**src/rtl/lbpc_pkg.sv**
```systemverilog
// Shared types, codes and constants of the light barrier people counter.
`default_nettype none
package lbpc_pkg;

  localparam int TIME_W  = 32;
  localparam int HIST_N  = 4;
  localparam int SPAN_W  = 16;
  localparam int COUNT_W = 7;
  localparam int IDX_W   = 2;
  localparam int IN_TDATA_W  = 40;
  localparam int OUT_TDATA_W = 16;

  localparam logic [SPAN_W-1:0]  MIN_SPAN_RST  = SPAN_W'(150);
  localparam logic [SPAN_W-1:0]  MAX_SPAN_RST  = SPAN_W'(1500);
  localparam logic [SPAN_W-1:0]  SETTLE_RST    = SPAN_W'(500);
  localparam logic [COUNT_W-1:0] MAX_COUNT_RST = COUNT_W'(99);

  // bit i holds history entry i, entry 3 is the newest
  localparam logic [HIST_N-1:0] PAT_ENTER_S [2] = '{4'b0101, 4'b0011};
  localparam logic [HIST_N-1:0] PAT_ENTER_L [2] = '{4'b0011, 4'b0101};
  localparam logic [HIST_N-1:0] PAT_EXIT_S  [2] = '{4'b1010, 4'b1100};
  localparam logic [HIST_N-1:0] PAT_EXIT_L  [2] = '{4'b0011, 4'b0101};

  typedef enum logic [IDX_W-1:0] {
    REG_MIN_SPAN  = 2'd0,
    REG_MAX_SPAN  = 2'd1,
    REG_SETTLE    = 2'd2,
    REG_MAX_COUNT = 2'd3
  } reg_idx_t;

  typedef enum logic {
    OP_EVENT = 1'b0,
    OP_TICK  = 1'b1
  } op_t;

  typedef enum logic [2:0] {
    ST_NONE       = 3'd0,
    ST_NO_PATTERN = 3'd1,
    ST_MANIP      = 3'd2,
    ST_TOO_SLOW   = 3'd3,
    ST_ENTER      = 3'd4,
    ST_EXIT       = 3'd5
  } status_t;

  typedef enum logic [1:0] {
    DEC_NONE  = 2'd0,
    DEC_ENTRY = 2'd1,
    DEC_EXIT  = 2'd2,
    DEC_TURN  = 2'd3
  } decision_t;

  typedef enum logic [1:0] {
    PEND_NONE  = 2'd0,
    PEND_ENTER = 2'd1,
    PEND_EXIT  = 2'd2
  } pend_t;

  typedef struct packed {
    logic [SPAN_W-1:0]  min_span_ms;
    logic [SPAN_W-1:0]  max_span_ms;
    logic [SPAN_W-1:0]  settle_ms;
    logic [COUNT_W-1:0] max_count;
  } cfg_t;

  typedef struct packed {
    op_t               opcode;
    logic              sensor;
    logic              level;
    logic [TIME_W-1:0] time_ms;
  } in_item_t;

  typedef struct packed {
    logic [COUNT_W-1:0] people_now;
    status_t            detect_status;
    decision_t          decision;
  } out_item_t;

endpackage
`default_nettype wire

```
**src/rtl/light_barrier_people_counter.sv**
```systemverilog
// Top level of the light barrier direction detector and people counter.
//
//  channel | direction | beat contents
//  in_     | slave     | tuser: opcode; tdata: sensor, level, time_ms
//  out_    | master    | tdata: people_now, detect_status, decision
//  cfg_    | slave     | cfg_index register number, cfg_data value
//
// One beat per cycle sustained while the result is taken; a beat passes the input
// register, then the single-pass detect logic, into the result register.
// Reset clears the history valid bits, the count, the pending decision and
// loads the register defaults. A stalled result stalls the detect logic and
// the input register holds one more beat. Configuration is always ready.
`default_nettype none
module light_barrier_people_counter (
  input  wire logic                               clk,
  input  wire logic                               rst_n,
  input  wire logic                               in_tvalid,
  output logic                                    in_tready,
  input  wire logic [lbpc_pkg::IN_TDATA_W-1:0]    in_tdata,  // sensor, level, time_ms[31:0]
  input  wire logic                               in_tuser,  // opcode
  output logic                                    out_tvalid,
  input  wire logic                               out_tready,
  output logic [lbpc_pkg::OUT_TDATA_W-1:0]        out_tdata, // people_now, detect_status, decision
  input  wire logic                               cfg_valid,
  output logic                                    cfg_ready,
  input  wire logic [lbpc_pkg::IDX_W-1:0]         cfg_index,
  input  wire logic [lbpc_pkg::SPAN_W-1:0]        cfg_data
);

  lbpc_pkg::cfg_t      cfg_r;
  lbpc_pkg::in_item_t  in_item, hold_item;
  lbpc_pkg::out_item_t res, out_item;
  logic                hold_valid, free, fire;

  assign cfg_ready = 1'b1;

  always_ff @(posedge clk) begin
    if (!rst_n) begin
      cfg_r.min_span_ms <= lbpc_pkg::MIN_SPAN_RST;
      cfg_r.max_span_ms <= lbpc_pkg::MAX_SPAN_RST;
      cfg_r.settle_ms   <= lbpc_pkg::SETTLE_RST;
      cfg_r.max_count   <= lbpc_pkg::MAX_COUNT_RST;
    end else if (cfg_valid && cfg_ready) begin
      unique case (lbpc_pkg::reg_idx_t'(cfg_index))
        lbpc_pkg::REG_MIN_SPAN:  cfg_r.min_span_ms <= cfg_data;
        lbpc_pkg::REG_MAX_SPAN:  cfg_r.max_span_ms <= cfg_data;
        lbpc_pkg::REG_SETTLE:    cfg_r.settle_ms   <= cfg_data;
        lbpc_pkg::REG_MAX_COUNT: cfg_r.max_count   <= cfg_data[lbpc_pkg::COUNT_W-1:0];
        default: ;
      endcase
    end
  end

  assign in_item.opcode  = lbpc_pkg::op_t'(in_tuser);
  assign in_item.sensor  = in_tdata[0];
  assign in_item.level   = in_tdata[1];
  assign in_item.time_ms = in_tdata[lbpc_pkg::TIME_W+1:2];

  assign fire = hold_valid && free;

  lbpc_in_stage u_in (
    .clk        (clk),
    .rst_n      (rst_n),
    .in_valid   (in_tvalid),
    .in_ready   (in_tready),
    .in_item    (in_item),
    .hold_valid (hold_valid),
    .take       (fire),
    .hold_item  (hold_item)
  );

  lbpc_core u_core (
    .clk   (clk),
    .rst_n (rst_n),
    .cfg   (cfg_r),
    .fire  (fire),
    .item  (hold_item),
    .res   (res)
  );

  lbpc_out_stage u_out (
    .clk       (clk),
    .rst_n     (rst_n),
    .load      (fire),
    .res       (res),
    .free      (free),
    .out_valid (out_tvalid),
    .out_ready (out_tready),
    .out_item  (out_item)
  );

  assign out_tdata = {4'b0000, out_item.decision, out_item.detect_status, out_item.people_now};

endmodule
`default_nettype wire

```
**src/rtl/lbpc_in_stage.sv**
```systemverilog
// Input register stage of the light barrier people counter.
`default_nettype none
module lbpc_in_stage (
  input  wire logic              clk,
  input  wire logic              rst_n,
  input  wire logic              in_valid,
  output logic                   in_ready,
  input  wire lbpc_pkg::in_item_t in_item,
  output logic                   hold_valid,
  input  wire logic              take,
  output lbpc_pkg::in_item_t     hold_item
);

  logic               valid_r;
  logic               valid_nxt;
  lbpc_pkg::in_item_t item_r;

  assign in_ready   = !valid_r || take;
  assign hold_valid = valid_r;
  assign hold_item  = item_r;

  always_comb begin
    valid_nxt = valid_r;
    if (in_valid && in_ready) begin
      valid_nxt = 1'b1;
    end else if (take) begin
      valid_nxt = 1'b0;
    end
  end

  always_ff @(posedge clk) begin
    if (!rst_n) begin
      valid_r <= 1'b0;
    end else begin
      valid_r <= valid_nxt;
    end
  end

  always_ff @(posedge clk) begin
    if (in_valid && in_ready) begin
      item_r <= in_item;
    end
  end

endmodule
`default_nettype wire

```
**src/rtl/lbpc_core.sv**
```systemverilog
// History, pattern detection, pending decision and people count.
`default_nettype none
module lbpc_core (
  input  wire logic                clk,
  input  wire logic                rst_n,
  input  wire lbpc_pkg::cfg_t      cfg,
  input  wire logic                fire,
  input  wire lbpc_pkg::in_item_t  item,
  output lbpc_pkg::out_item_t      res
);

  localparam int TW = lbpc_pkg::TIME_W;
  localparam int HN = lbpc_pkg::HIST_N;
  localparam int CW = lbpc_pkg::COUNT_W;

  logic [HN-1:0]      hs_r, hl_r, hv_r;
  logic [TW-1:0]      ht_r [HN];
  logic [CW-1:0]      people_r, people_nxt;
  lbpc_pkg::pend_t    pend_r, pend_nxt;
  logic [TW-1:0]      deadline_r, deadline_nxt;

  logic [HN-1:0]      hs_sh, hl_sh, hv_sh, hv_nxt;
  logic [TW-1:0]      ht_sh [HN];
  logic               is_event, due, full, armed, do_res, want, turned;
  logic               match_enter, match_exit;
  logic [TW-1:0]      now, delta, span;
  logic [1:0]         rs, rl, rv;
  lbpc_pkg::status_t  status;
  lbpc_pkg::decision_t dec;

  assign now      = item.time_ms;
  assign is_event = (item.opcode == lbpc_pkg::OP_EVENT);
  assign delta    = now - deadline_r;
  assign due      = (pend_r != lbpc_pkg::PEND_NONE) && !delta[TW-1];

  always_comb begin
    hs_sh = hs_r;
    hl_sh = hl_r;
    hv_sh = hv_r;
    for (int i = 0; i < HN; i++) begin
      ht_sh[i] = ht_r[i];
    end
    if (is_event) begin
      hs_sh = {item.sensor, hs_r[HN-1:1]};
      hl_sh = {item.level, hl_r[HN-1:1]};
      hv_sh = {1'b1, hv_r[HN-1:1]};
      for (int i = 0; i < HN - 1; i++) begin
        ht_sh[i] = ht_r[i+1];
      end
      ht_sh[HN-1] = now;
    end
  end

  assign full = &hv_sh;
  assign span = now - ht_sh[0];

  assign match_enter = ((hs_sh == lbpc_pkg::PAT_ENTER_S[0]) && (hl_sh == lbpc_pkg::PAT_ENTER_L[0]))
                    || ((hs_sh == lbpc_pkg::PAT_ENTER_S[1]) && (hl_sh == lbpc_pkg::PAT_ENTER_L[1]));
  assign match_exit  = ((hs_sh == lbpc_pkg::PAT_EXIT_S[0]) && (hl_sh == lbpc_pkg::PAT_EXIT_L[0]))
                    || ((hs_sh == lbpc_pkg::PAT_EXIT_S[1]) && (hl_sh == lbpc_pkg::PAT_EXIT_L[1]));

  always_comb begin
    if (!is_event) begin
      status = lbpc_pkg::ST_NONE;
    end else if (!full) begin
      status = lbpc_pkg::ST_NO_PATTERN;
    end else if (span < {{(TW-lbpc_pkg::SPAN_W){1'b0}}, cfg.min_span_ms}) begin
      status = lbpc_pkg::ST_MANIP;
    end else if (span > {{(TW-lbpc_pkg::SPAN_W){1'b0}}, cfg.max_span_ms}) begin
      status = lbpc_pkg::ST_TOO_SLOW;
    end else if (match_enter) begin
      status = lbpc_pkg::ST_ENTER;
    end else if (match_exit) begin
      status = lbpc_pkg::ST_EXIT;
    end else begin
      status = lbpc_pkg::ST_NO_PATTERN;
    end
  end

  assign armed  = (status == lbpc_pkg::ST_ENTER) || (status == lbpc_pkg::ST_EXIT);
  assign do_res = due || (armed && (pend_r != lbpc_pkg::PEND_NONE));

  // a due decision sees the history before this beat, a displaced one sees it after
  assign rs     = due ? hs_r[HN-1:HN-2] : hs_sh[HN-1:HN-2];
  assign rl     = due ? hl_r[HN-1:HN-2] : hl_sh[HN-1:HN-2];
  assign rv     = due ? hv_r[HN-1:HN-2] : hv_sh[HN-1:HN-2];
  assign want   = (pend_r == lbpc_pkg::PEND_ENTER);
  assign turned = rv[1] && rv[0] && (rs[1] == want) && (rs[0] == want) && rl[0] && !rl[1];

  always_comb begin
    people_nxt = people_r;
    dec        = lbpc_pkg::DEC_NONE;
    if (do_res) begin
      if (turned) begin
        dec = lbpc_pkg::DEC_TURN;
      end else if (pend_r == lbpc_pkg::PEND_ENTER) begin
        dec = lbpc_pkg::DEC_ENTRY;
        if (people_r < cfg.max_count) begin
          people_nxt = people_r + CW'(1);
        end
      end else begin
        dec = lbpc_pkg::DEC_EXIT;
        if (people_r != '0) begin
          people_nxt = people_r - CW'(1);
        end
      end
    end
  end

  always_comb begin
    pend_nxt     = pend_r;
    deadline_nxt = deadline_r;
    hv_nxt       = hv_sh;
    if (do_res) begin
      pend_nxt = lbpc_pkg::PEND_NONE;
    end
    if (armed) begin
      pend_nxt     = (status == lbpc_pkg::ST_ENTER) ? lbpc_pkg::PEND_ENTER : lbpc_pkg::PEND_EXIT;
      deadline_nxt = now + {{(TW-lbpc_pkg::SPAN_W){1'b0}}, cfg.settle_ms};
      hv_nxt       = '0;
    end
  end

  assign res.people_now    = people_nxt;
  assign res.detect_status = status;
  assign res.decision      = dec;

  always_ff @(posedge clk) begin
    if (!rst_n) begin
      hv_r     <= '0;
      people_r <= '0;
      pend_r   <= lbpc_pkg::PEND_NONE;
    end else if (fire) begin
      hv_r     <= hv_nxt;
      people_r <= people_nxt;
      pend_r   <= pend_nxt;
    end
  end

  always_ff @(posedge clk) begin
    if (fire) begin
      hs_r       <= hs_sh;
      hl_r       <= hl_sh;
      deadline_r <= deadline_nxt;
      for (int i = 0; i < HN; i++) begin
        ht_r[i] <= ht_sh[i];
      end
    end
  end

`ifndef NO_ASSERTIONS
  a_dec_needs_pending: assert property (@(posedge clk) disable iff (!rst_n)
    fire && (dec != lbpc_pkg::DEC_NONE) |-> (pend_r != lbpc_pkg::PEND_NONE))
    else $error("decision reported with nothing pending");

  a_match_arms: assert property (@(posedge clk) disable iff (!rst_n)
    fire && armed |=> (pend_r != lbpc_pkg::PEND_NONE) && (hv_r == '0))
    else $error("match did not arm a decision and clear the history");

  a_count_moves_on_beat: assert property (@(posedge clk) disable iff (!rst_n)
    $past(rst_n) && !$stable(people_r) |-> $past(fire) && $past(do_res))
    else $error("count changed without a resolved decision");

  a_tick_keeps_history: assert property (@(posedge clk) disable iff (!rst_n)
    fire && !is_event |=> $stable(hv_r))
    else $error("tick altered the history");
`endif

endmodule
`default_nettype wire

```
**src/rtl/lbpc_out_stage.sv**
```systemverilog
// Result register stage of the light barrier people counter.
`default_nettype none
module lbpc_out_stage (
  input  wire logic                clk,
  input  wire logic                rst_n,
  input  wire logic                load,
  input  wire lbpc_pkg::out_item_t res,
  output logic                     free,
  output logic                     out_valid,
  input  wire logic                out_ready,
  output lbpc_pkg::out_item_t      out_item
);

  logic                valid_r;
  logic                valid_nxt;
  lbpc_pkg::out_item_t item_r;

  assign free      = !valid_r || out_ready;
  assign out_valid = valid_r;
  assign out_item  = item_r;

  always_comb begin
    valid_nxt = valid_r;
    if (load) begin
      valid_nxt = 1'b1;
    end else if (out_ready) begin
      valid_nxt = 1'b0;
    end
  end

  always_ff @(posedge clk) begin
    if (!rst_n) begin
      valid_r <= 1'b0;
    end else begin
      valid_r <= valid_nxt;
    end
  end

  always_ff @(posedge clk) begin
    if (load) begin
      item_r <= res;
    end
  end

endmodule
`default_nettype wire

```
**config.mk**
```make
export PLATFORM = sky130hd
export DESIGN_NAME = light_barrier_people_counter
export DESIGN_NICKNAME = d
export VERILOG_FILES = /design/src/rtl/lbpc_pkg.sv /design/src/rtl/light_barrier_people_counter.sv /design/src/rtl/lbpc_in_stage.sv /design/src/rtl/lbpc_core.sv /design/src/rtl/lbpc_out_stage.sv
export SDC_FILE = /design/constraint.sdc
export NUM_CORES = 1
export LEC_CHECK = 0
export BUFFER_PORTS_ARGS = -buffer_cell sky130_fd_sc_hd__clkbuf_2
export CAP_MARGIN = 15
export CORE_MARGIN = 2
export CORE_UTILIZATION = 56
export CTS_CLUSTER_DIAMETER = 60
export DETAILED_ROUTE_END_ITERATION = 7
export GPL_ROUTABILITY_DRIVEN = 0
export HOLD_SLACK_MARGIN = 0.03
export PLACE_DENSITY = 0.74
export RECOVER_POWER = 25
export SYNTH_ARGS = -nofsm -noshare
export SYNTH_HDL_FRONTEND = slang
export SYNTH_HIERARCHICAL = 1
export SYNTH_SLANG_ARGS = --single-unit
```
**constraint.sdc**
```tcl
create_clock -name clk -period 7.1 [get_ports clk]
set_clock_uncertainty 0.1 [all_clocks]
set_input_delay 0.71 -clock clk [delete_from_list [all_inputs] [get_ports clk]]
set_output_delay 0.71 -clock clk [all_outputs]
set_load 0.01 [all_outputs]
```
* Word level (Yosys, flattened, before mapping) *
Memories as Yosys holds them, arrays and structs flattened.
Index checks and enable logic that the tools add are counted.

storage, ports and cells
  register bits after elaboration = 157
  bits in latches = 0
  RAM bits = 128
  ROM bits = 0
  bits of input ports = 64
  output and inout bits = 19
  memories kept = 1

memory list
  name         words  width  rd ports  clocked after Yosys merged registers in  write ports  line             RTL
  u_core.ht_r  4      32     4         0                                        4            lbpc_core.sv:17  logic [TW-1:0] ht_r [HN];

cells by class
  add/subtract/negate cells = 5
  multiply operators = 0
  divide/modulo/power cells = 0
  $lt $le $gt $ge = 3
  eq/ne operators = 14
  shift operators = 0
  mux-type cells = 30
  bitwise logic cells = 0
  reductions and logical operators = 36

operators by type and width
  cell                                               count
  2-to-1 mux 128 bit                                 1
  subtractor 32 bit                                  2
  2-to-1 mux 7 bit                                   5
  adder 32 x 16 -> 32 bit                            1
  greater-than comparator 32 x 16 -> 1 bit           1
  < comparator 32 x 16 -> 1 bit                      1
  2-to-1 mux 3 bit                                   6
  2-to-1 mux 2 bit                                   8
  2-to-1 mux 4 bit                                   4
  logical AND 1 bit                                  13
  AND reduction 2 bit                                6
  == test 4 x 2 -> 1 bit (second input constant)     2
  == test 4 x 3 -> 1 bit (second input constant)     2
  == test 4 bit (second input constant)              2
  nonzero test 2 bit                                 4
  adder 7 x 1 -> 7 bit (second input constant)       1
  < comparator 7 bit                                 1
  nonzero test 7 bit                                 1
  subtractor 7 x 1 -> 7 bit (second input constant)  1
  == test 3 bit (second input constant)              2
  logical OR 1 bit                                   6
  2-to-1 mux 1 bit                                   6
  == test 2 x 1 -> 1 bit (second input constant)     2
  == test 2 bit (second input constant)              2
  other kinds (4)                                    8

* Longest topological paths before layout *
Gate-level depths: netlist (run 1).

  depth after elaboration = 16
  gate-level depth with buffers = 24
  depth with buffers taken out = 22

* By module *
The synthesis (run 1) kept the hierarchy.

by module, submodules not included
  module                        times used  cells each  area each (um2)  seq. area each (um2)
  lbpc_core                     1           1,098       11,561.1         5,285.1
  light_barrier_people_counter  1           219         2,258.4          1,101.1
  lbpc_in_stage                 1           40          1,108.6          1,071.0
  lbpc_out_stage                1           16          409.1            380.4

* Least setup slack after synthesis (run 1) *
OpenSTA, ideal clock, no wires.

  kind = in2reg
  from = input port out_tready
  to = register u_core.hv_r[2]
  arrival = 7,244 ps
  data required time = 6,800 ps
  setup slack = -444 ps
  cell stages on the path = 6
  cell sequence = nand2b_4 -> and2_1 -> inv_1 -> nor2_1 -> mux2i_1 -> nor3_1

between the ends
  word-level cells in the longest chain between the ends = 2

RTL lines
  what                  line                                RTL
  from (decl)           light_barrier_people_counter.sv:22  input wire logic out_tready,
  logical OR 1 bit      lbpc_out_stage.sv:18                assign free = !valid_r || out_ready;
  logical AND 1 bit     light_barrier_people_counter.sv:59  assign fire = hold_valid && free;
  net fire              light_barrier_people_counter.sv:33  logic hold_valid, free, fire;
  to (signal assigned)  lbpc_core.sv:134                    hv_r <= hv_nxt;
  to (decl)             lbpc_core.sv:16                     logic [HN-1:0] hs_r, hl_r, hv_r;

The timed path passes the listed nets, and every way through them passes these cells.
A chain may end at the register's enable or synchronous reset.

==> results of run 1 <==
layout by cell type (no fill, tap or decap), types with 28 or more instances in the layout:
cell | synthesis | routed
sky130_fd_sc_hd__edfxtp_1 | 215 | 215
sky130_fd_sc_hd__inv_1 | 139 | 139
sky130_fd_sc_hd__ha_1 | 119 | 119
sky130_fd_sc_hd__nand2_1 | 116 | 116
sky130_fd_sc_hd__mux2i_1 | 93 | 93
sky130_fd_sc_hd__a21oi_1 | 73 | 73
sky130_fd_sc_hd__clkbuf_2 | 0 | 70
sky130_fd_sc_hd__dfxtp_1 | 69 | 69
sky130_fd_sc_hd__nor2_1 | 70 | 68
sky130_fd_sc_hd__o21ai_0 | 38 | 38
sky130_fd_sc_hd__nor2b_1 | 34 | 34
sky130_fd_sc_hd__clkbuf_16 | 0 | 32
sky130_fd_sc_hd__a21o_1 | 30 | 30
sky130_fd_sc_hd__xnor2_1 | 28 | 28
Yosys cell counts, types with 10 or more instances:
master	number	share of area (%)
sky130_fd_sc_hd__dfxtp_1	69	9.0
sky130_fd_sc_hd__edfxtp_1	215	42
sky130_fd_sc_hd__nand3_1	27	0.88
sky130_fd_sc_hd__o21ai_1	12	0.39
sky130_fd_sc_hd__a21oi_1	73	2.4
sky130_fd_sc_hd__clkbuf_1	16	0.39
sky130_fd_sc_hd__ha_1	119	9.7
sky130_fd_sc_hd__nand2_1	116	2.8
sky130_fd_sc_hd__mux2i_1	93	6.1
sky130_fd_sc_hd__o21ai_0	38	1.2
sky130_fd_sc_hd__a211oi_1	11	0.54
sky130_fd_sc_hd__xor2_1	15	0.86
sky130_fd_sc_hd__nor3_1	26	0.85
sky130_fd_sc_hd__and2_1	10	0.41
sky130_fd_sc_hd__nor2_1	70	1.7
sky130_fd_sc_hd__nor2b_1	34	1.4
sky130_fd_sc_hd__nand2b_1	11	0.45
sky130_fd_sc_hd__o21a_1	14	0.69
sky130_fd_sc_hd__o211ai_1	14	0.69
sky130_fd_sc_hd__nand4_1	12	0.49
sky130_fd_sc_hd__a21o_1	30	1.5
sky130_fd_sc_hd__inv_1	139	3.4
sky130_fd_sc_hd__xnor2_1	28	1.6
sky130_fd_sc_hd__mux2_2	16	1.2
state kept, by name, summed over array words and instances, names as in the netlist:
| signal | count |
|---|---|
| cfg_r | 55 |
| u_core/deadline_r | 32 |
| u_core/hl_r | 4 |
| u_core/hs_r | 4 |
| u_core/ht_r | 128 |
| u_core/hv_r | 3 |
| u_core/pend_r | 2 |
| u_core/people_r | 7 |
| u_in/hold_item | 35 |
| u_in/hold_valid | 1 |
| u_out/out_item | 12 |
| u_out/out_valid | 1 |
final timing paths:
path,start,end,slack [ns],cells past startpoint
setup / recovery,u_in/hold_item[34],u_out/out_item[7],1.33,18
hold / removal,in_tdata[5],u_in/hold_item[3],0.23,1
setup reg to reg,u_in/hold_item[34],u_out/out_item[7],1.33,18
hold reg to reg,u_core/ht_r[3][21],u_core/ht_r[2][21],0.31,0
metrics by stage:
step | area [um^2] | total power [W]
global route | 17000 | 0.00430
detailed placement | 16000 | 0.00257
floorplan | 15400 | 0.00240
finish | 17000 | 0.00413
global placement | 16000 | 0.00255
CTS | 17000 | 0.00415
kinds of logic after synthesis:
logic type / synth area share [%]
other cells: 0.0490
buf+inv: 4.98
fa+ha+maj: 9.97
flops: 51.1
simple gates: 11.8
compound gates: 12.3
xor+xnor: 2.61
mux: 7.24
layer usage:
layer	vias to the layer above	wire length, um
met3	41	1680
li1	5145	-
met1	5135	15400
met4	0	449
met2	298	15400
met5	-	0
power groups by stage:
stage / Combinational [W] / Sequential, W / Clock [W]
after floorplan: 0.000474 / 0.00193 / 0
after global placement: 0.000605 / 0.00194 / 0
after detailed placement: 0.000627 / 0.00195 / 0
after CTS: 0.000635 / 0.00191 / 0.00161
after global routing: 0.000711 / 0.00192 / 0.00167
final: 0.000643 / 0.00191 / 0.00157
area by class of cell:
type	count	area, um^2	share of cell area (%)
Clock inverter	16	149	0.876
Clock buffer	41	868	5.11
Sequential cell	284	7840	46.1
Multi-Input combinational cell	913	6770	39.8
Timing Repair Buffer	78	419	2.47
Inverter	140	526	3.09
Tap cell	341	427	2.51
==> impl_metrics.ini, run 1 <==
[run_status]
run_status = finished clean

[clock_tree]
cts.repair.resized = 0
post_cts_hold_buffer_count = 0
clk-insertion-delay-late_ns = 0.55
tritoncts = done
cts.clk_slew.worst_paths_ns = 0.06
clock_net_sink_count = 284
number_of_buffers_added_by_the_clock_tree_synthesis_step = 31
cts_root_buf = sky130_fd_sc_hd__clkbuf_16
cts_max_level = 1
buffers_inserted_during_post_cts_setup_optimization = 0
clock_tree.buffer_depth = 3

[placed_design]
place_hpwl_um = 23100
dp_slack_ns = 1.36
numPortBuffers = 71
placedCellCount = 1755

[setup_path]
critical_path.startpoint_type = flip-flop
path_delay_family = compound AO/OA/AOI/OAI gates
critPathArrivalTime_ns = 5.97
critical_path.cell_chain = buf_4 -> mux2i_1 -> ha_1 -> a21o_1 -> a21o_1 -> nor2_1 -> a31oi_4 -> a221oi_1 -> xnor2_1 -> ha_1 -> o21a_1 -> o22ai_1 -> a21o_1 -> o21ai_0 -> nor3_1 -> a31oi_4 -> nor2_2 -> mux2_2
timing_worst_setup_path_type = reg2reg
crit_path_top_delay_cell = sky130_fd_sc_hd__edfxtp_1
crit_fanout = 39
worstPathBufferInverterCount = 1
required_ns = 7.30
endpoint_kind = flip-flop
timing.critical_path.mode_cell = sky130_fd_sc_hd__a21o_1
critical_path.max_stage_delay_ns = 0.62

[detailed_routing]
drcViolationCount = 0
route.antenna.remaining_nets = 0
routedWlPerCell_um = 18.1
final_routed_wirelength_across_all_metal_layers_um = 32900
num_vias = 10600
detailed_router_s_first_iteration_violation_count = 859
drt_pass_1_iters = 5
vias_per_cell = 5.86

[worst_hold_path]
holdCritPathClass = in2reg

[global_routing]
gr-total-overflow = 0
grt_start_max_net_pins = 69
grt_pass1_wl_um = 52300
groute.layer.met3.usage_pct = 2.87
gr-usage-met2_pct = 38.0
grt_use_total_pct = 22.9
grt-busiest-layer = met2
met1_track_usage_gr_pct = 32.4
grt_antenna_before_repair = 0
grt_pass1_vias = 10300

[synth]
synth_enable_flop_cells = 215
ys_types = 85
synthesis.instances = 1373
postSynthRegisterBits = 284
ys_dominant_reg_cell = sky130_fd_sc_hd__edfxtp_1
avgSynthCellArea_um2 = 11.2
ys_warn_count = 6
ys_seq_area_share_pct = 51.1
mappedNetlistArea_um2 = 15300
ys_async_sr_fraction_pct = 0

[layout]
fillCellCount = 2076
layout.core_utilization_pct = 63.1
post_route_cells_drive_above_1_share_pct = 11.6
post_layout_nonfiller_instances = 1813
n_antenna_cell = 0
layout.nets = 1633
area_delta_synth_final_pct = 10.8

[floorplanning]
fp.dieW_um = 169
initial_core_util_pct = 56.9
floorplan.die_area_um2 = 28700
core.rowCount = 60
die_y_um = 169
io_pins = 83
core-area_um2 = 27000

[timing]
rsz0062_at_grt = no
final_sum_of_negative_setup_slack_ns = 0
max_clock_freq_mhz = 173
maxSlewHeadroom_pct = 27.8
post-route-min-period_ns = 5.77
worst-slew-pin-transition_ns = 1.08
final-max-slew-violation-count = 0
hold-worst-slack_ns = 0.230
finalCritPeriodShare_pct = 81.3
layout_setup_ws_ns = 1.33
setup_violations = 0
finalHoldViolations = 0

[pwr]
internal-power_w = 0.00305
power.switching_fraction_pct = 26.0
p_leak_nw = 7.08
vdd_drop_max_uv = 226
power_frac_comb_pct = 15.6
p_switching_w = 0.00107
power.clock.fraction_pct = 38.1
seq_power_share_pct = 46.3
power_density_nw_per_um2 = 243

[job]
cap_viol_max_count = 0
Note: power is estimated with default switching activity, not from simulation.
==> run 2: changes to the inputs <==
--- a/config.mk
+++ b/config.mk
@@ -5,6 +5,7 @@
 export SDC_FILE = /design/constraint.sdc
 export NUM_CORES = 1
 export LEC_CHECK = 0
+export ABC_AREA = 1
 export BUFFER_PORTS_ARGS = -buffer_cell sky130_fd_sc_hd__clkbuf_2
 export CAP_MARGIN = 15
 export CORE_MARGIN = 2
==> constraint.sdc (replaced) <==
create_clock -name clk -period 5.2 [get_ports clk]
set_clock_uncertainty 0.1 [all_clocks]
set_input_delay 0.52 -clock clk [delete_from_list [all_inputs] [get_ports clk]]
set_output_delay 0.52 -clock clk [all_outputs]
set_load 0.01 [all_outputs]
==> run 2 against run 1 <==
  * Flip-flop and latch count up 1
  * Clock power is 36% higher
  * Cell count grew 24%
  * Global-route usage rose by 0.70 points
  * Setup slack worse by 0.94 ns
  * Largest cell class unchanged
==> impl_metrics.ini, run 2 <==
[synth]
ys_seq_area_share_pct = 50.1
ys_warn_count = 6
post_synth_main_area_contributors = sky130_fd_sc_hd__edfxtp_1, sky130_fd_sc_hd__ha_1, sky130_fd_sc_hd__dfxtp_1, sky130_fd_sc_hd__nand2_1, sky130_fd_sc_hd__inv_1
ys_types = 56
ys_dominant_reg_cell = sky130_fd_sc_hd__edfxtp_1
synthMostInstantiatedCell = sky130_fd_sc_hd__nand2_1
synthTopCellsByCount = sky130_fd_sc_hd__nand2_1, sky130_fd_sc_hd__inv_1, sky130_fd_sc_hd__edfxtp_1, sky130_fd_sc_hd__nor2_1, sky130_fd_sc_hd__ha_1
yosys.area.top_type_share_pct = 41.2
yosysTopAreaCell = sky130_fd_sc_hd__edfxtp_1
postSynthRegisterBits = 285
mappedNetlistArea_um2 = 15700
ys_async_sr_fraction_pct = 0
avgSynthCellArea_um2 = 8.98
synthesis.instances = 1745
synth_enable_flop_cells = 215

[global_routing]
grt_antenna_before_repair = 0
grt_use_total_pct = 23.6
grt_pass1_vias = 11600
gr-total-overflow = 0
grt_pass1_wl_um = 55000
grt_start_max_net_pins = 62

[clock_tree]
cts.clk_slew.worst_paths_ns = 0.06
clock_net_sink_count = 285
buffers_inserted_during_post_cts_setup_optimization = 0
cts_max_level = 1
number_of_buffers_added_by_the_clock_tree_synthesis_step = 31
clock_tree.buffer_depth = 3
cts_root_buf = sky130_fd_sc_hd__clkbuf_16
tritoncts = done
clk-insertion-delay-late_ns = 0.56

[detailed_routing]
final_routed_wirelength_across_all_metal_layers_um = 34000
detailed_router_s_first_iteration_violation_count = 777
route.antenna.remaining_nets = 0
num_vias = 11900
drt_pass_1_iters = 5
vias_per_cell = 5.30
routedWlPerCell_um = 15.1
drcViolationCount = 0

[layout]
final-seq-area_um2 = 7860
largest_reg_flops = 128
largest_reg_by_ff_count = u_core/ht_r
multiInputGateArea_um2 = 6570
fillCellCount = 2280
post_route_cells_drive_above_1_share_pct = 12.4
area_delta_synth_final_pct = 12.3
layout.cells.most_common = sky130_fd_sc_hd__nand2_1
n_antenna_cell = 0
layout.cells.most_common_list = sky130_fd_sc_hd__nand2_1, sky130_fd_sc_hd__inv_1, sky130_fd_sc_hd__edfxtp_1
layout.nets = 2031

[setup_path]
crit_path_top_delay_cell = sky130_fd_sc_hd__ha_1
crit_fanout = 23
critPathArrivalTime_ns = 4.96
reg2reg_from = u_in/hold_item[34]
critical_path.cell_chain = inv_1 -> buf_4 -> or2_2 -> o21ai_0 -> ha_1 -> nand2_2 -> o21ai_2 -> nand2_1 -> nand2_2 -> nand3_2 -> nand2_2 -> xor2_1 -> ha_1 -> a21oi_1 -> o21ai_0 -> a21oi_1 -> a21o_1 -> nand2_1 -> inv_1 -> nand4_4 -> inv_2 -> nand2_2 -> inv_4 -> buf_12
regToRegEndpoint = u_core/deadline_r[18]
required_ns = 5.34
critical_path.startpoint_type = flip-flop
endpoint_kind = flip-flop
timing.critical_path.mode_cell = sky130_fd_sc_hd__nand2_2
timing.reg2reg.setup_slack_ns = 0.39
timing_worst_setup_path_type = reg2reg
critical_path.max_stage_delay_ns = 0.42
worstRegToRegCells = 24

[pwr]
p_leak_nw = 8.04
power_density_nw_per_um2 = 328
vdd_drop_max_uv = 316
totalPowerFinal_w = 0.00578

[floorplanning]
core.rowCount = 61
io_pins = 83
core-area_um2 = 27700
initial_core_util_pct = 56.6
die_y_um = 171
fp.dieW_um = 171
floorplan.die_area_um2 = 29300

[worst_hold_path]
hp-start = in_tdata[1]
holdCritPathClass = in2reg
hold_end = u_in/hold_item[32]
hold_depth = 1

[timing]
maxSlewHeadroom_pct = 46.9
layout_setup_ws_ns = 0.389
worst-slew-pin-transition_ns = 0.797
finalHoldViolations = 0
final-max-slew-violation-count = 0
post-route-min-period_ns = 4.81
setup_violations = 0
final_sum_of_negative_setup_slack_ns = 0
finalCritPeriodShare_pct = 92.5
max_clock_freq_mhz = 208
rsz0062_at_grt = no

[placed_design]
place_hpwl_um = 24400
numPortBuffers = 71
dp_slack_ns = 0.422

[run_status]
run_status = finished clean

[job]
cap_viol_max_count = 0
==> run 2: cell types whose count changed after synthesis, moves of 22 or more <==
cell | before | now
sky130_fd_sc_hd__mux2i_1 | 93 | 0
sky130_fd_sc_hd__nand2_1 | 116 | 372
sky130_fd_sc_hd__or2_2 | 2 | 32
sky130_fd_sc_hd__a21oi_1 | 73 | 115
sky130_fd_sc_hd__nand2_2 | 1 | 23
sky130_fd_sc_hd__nand3_1 | 27 | 107
sky130_fd_sc_hd__nor2_1 | 70 | 133
sky130_fd_sc_hd__o21ai_0 | 38 | 72
sky130_fd_sc_hd__nor2b_1 | 34 | 0
sky130_fd_sc_hd__inv_1 | 139 | 274
sky130_fd_sc_hd__a21o_1 | 30 | 3
==> run 2: cell families (layout without fill, tap and decap cells) <==
kind of cell | after synthesis | count (layout) | synth area share, %
AND/OR/NAND/NOR | 732 | 732 | 20.7
XOR/XNOR | 53 | 53 | 2.96
adder cells (fa/ha/maj) | 121 | 121 | 9.75
other | 2 | 5 | 0.0479
buffers and inverters | 321 | 443 | 8.17
flip-flops | 285 | 285 | 50.1
AO/OA/AOI/OAI | 231 | 231 | 8.26
==> run 2: area by class of cell <==
type / count / area share [%]
flip-flops and latches: 285 / 44.6
repair buffers: 102 / 3.65
multi-input cells: 1142 / 37.3
clock inverters: 23 / 1.17
clock buffers: 34 / 4.47
inverters: 284 / 6.07
well taps: 378 / 2.69
==> run 2: worst max-delay path: cells and delay by family (launching register included) <==
family	cells	cell delay, ns
buf+inv	6	0.97
simple gates	9	0.95
compound gates	6	0.93
fa+ha+maj	2	0.75
flops	1	0.41
xor+xnor	1	0.37
==> run 2: per-layer routing <==
| layer | up-vias | track usage (%) | wire (um) |
|---|---|---|---|
| li1 | 5959 | - | - |
| met1 | 5525 | 30.8 | 15000 |
| met2 | 356 | 40.1 | 16000 |
| met3 | 78 | 2.99 | 1980 |
| met4 | 0 | 9.25 | 1110 |
| met5 | - | 0 | 0 |
==> run 2: power by group <==
group	switching, W	leakage [nW]	total, W	internal, W
logic	0.000644	4.99	0.00101	0.000361
registers	0.0000728	2.57	0.00264	0.00257
clock network	0.000887	0.478	0.00213	0.00124
==> run 2: how the worst max path moves through the flow <==
stage	start	to	slack, ns	depth (start not counted)
floorplan	out_tready	u_core/ht_r[1][0]	0.65	6
global placement	u_in/hold_item[34]	u_core/deadline_r[22]	0.55	24
detailed placement	u_in/hold_item[34]	u_core/deadline_r[22]	0.42	24
CTS	u_in/hold_item[34]	u_core/deadline_r[21]	0.37	24
global route	u_in/hold_item[34]	u_core/deadline_r[21]	0.07	24
finish	u_in/hold_item[34]	u_core/deadline_r[18]	0.39	24
==> run 2: stage by stage <==
stage / util, % / area (um^2) / hold slack [ns] / instances
final: 63.5 / 17600 / 0.0484 / 2248
after global routing: 63.5 / 17600 / 0.0306 / 2248
after CTS: 63.4 / 17600 / 0.0301 / 2244
after detailed placement: 59.3 / 16400 / 0.305 / 2172
after global placement: 59.3 / 16400 / 0.300 / 2172
after floorplan: - / 15700 / 0.300 / 1748
==> run 2: what timing repair did <==
action                     4_1_cts  5_1_grt
hold buffers                    15        4
resized for setup                0        2
setup endpoints to repair        0       23
hold endpoints to repair        15        4
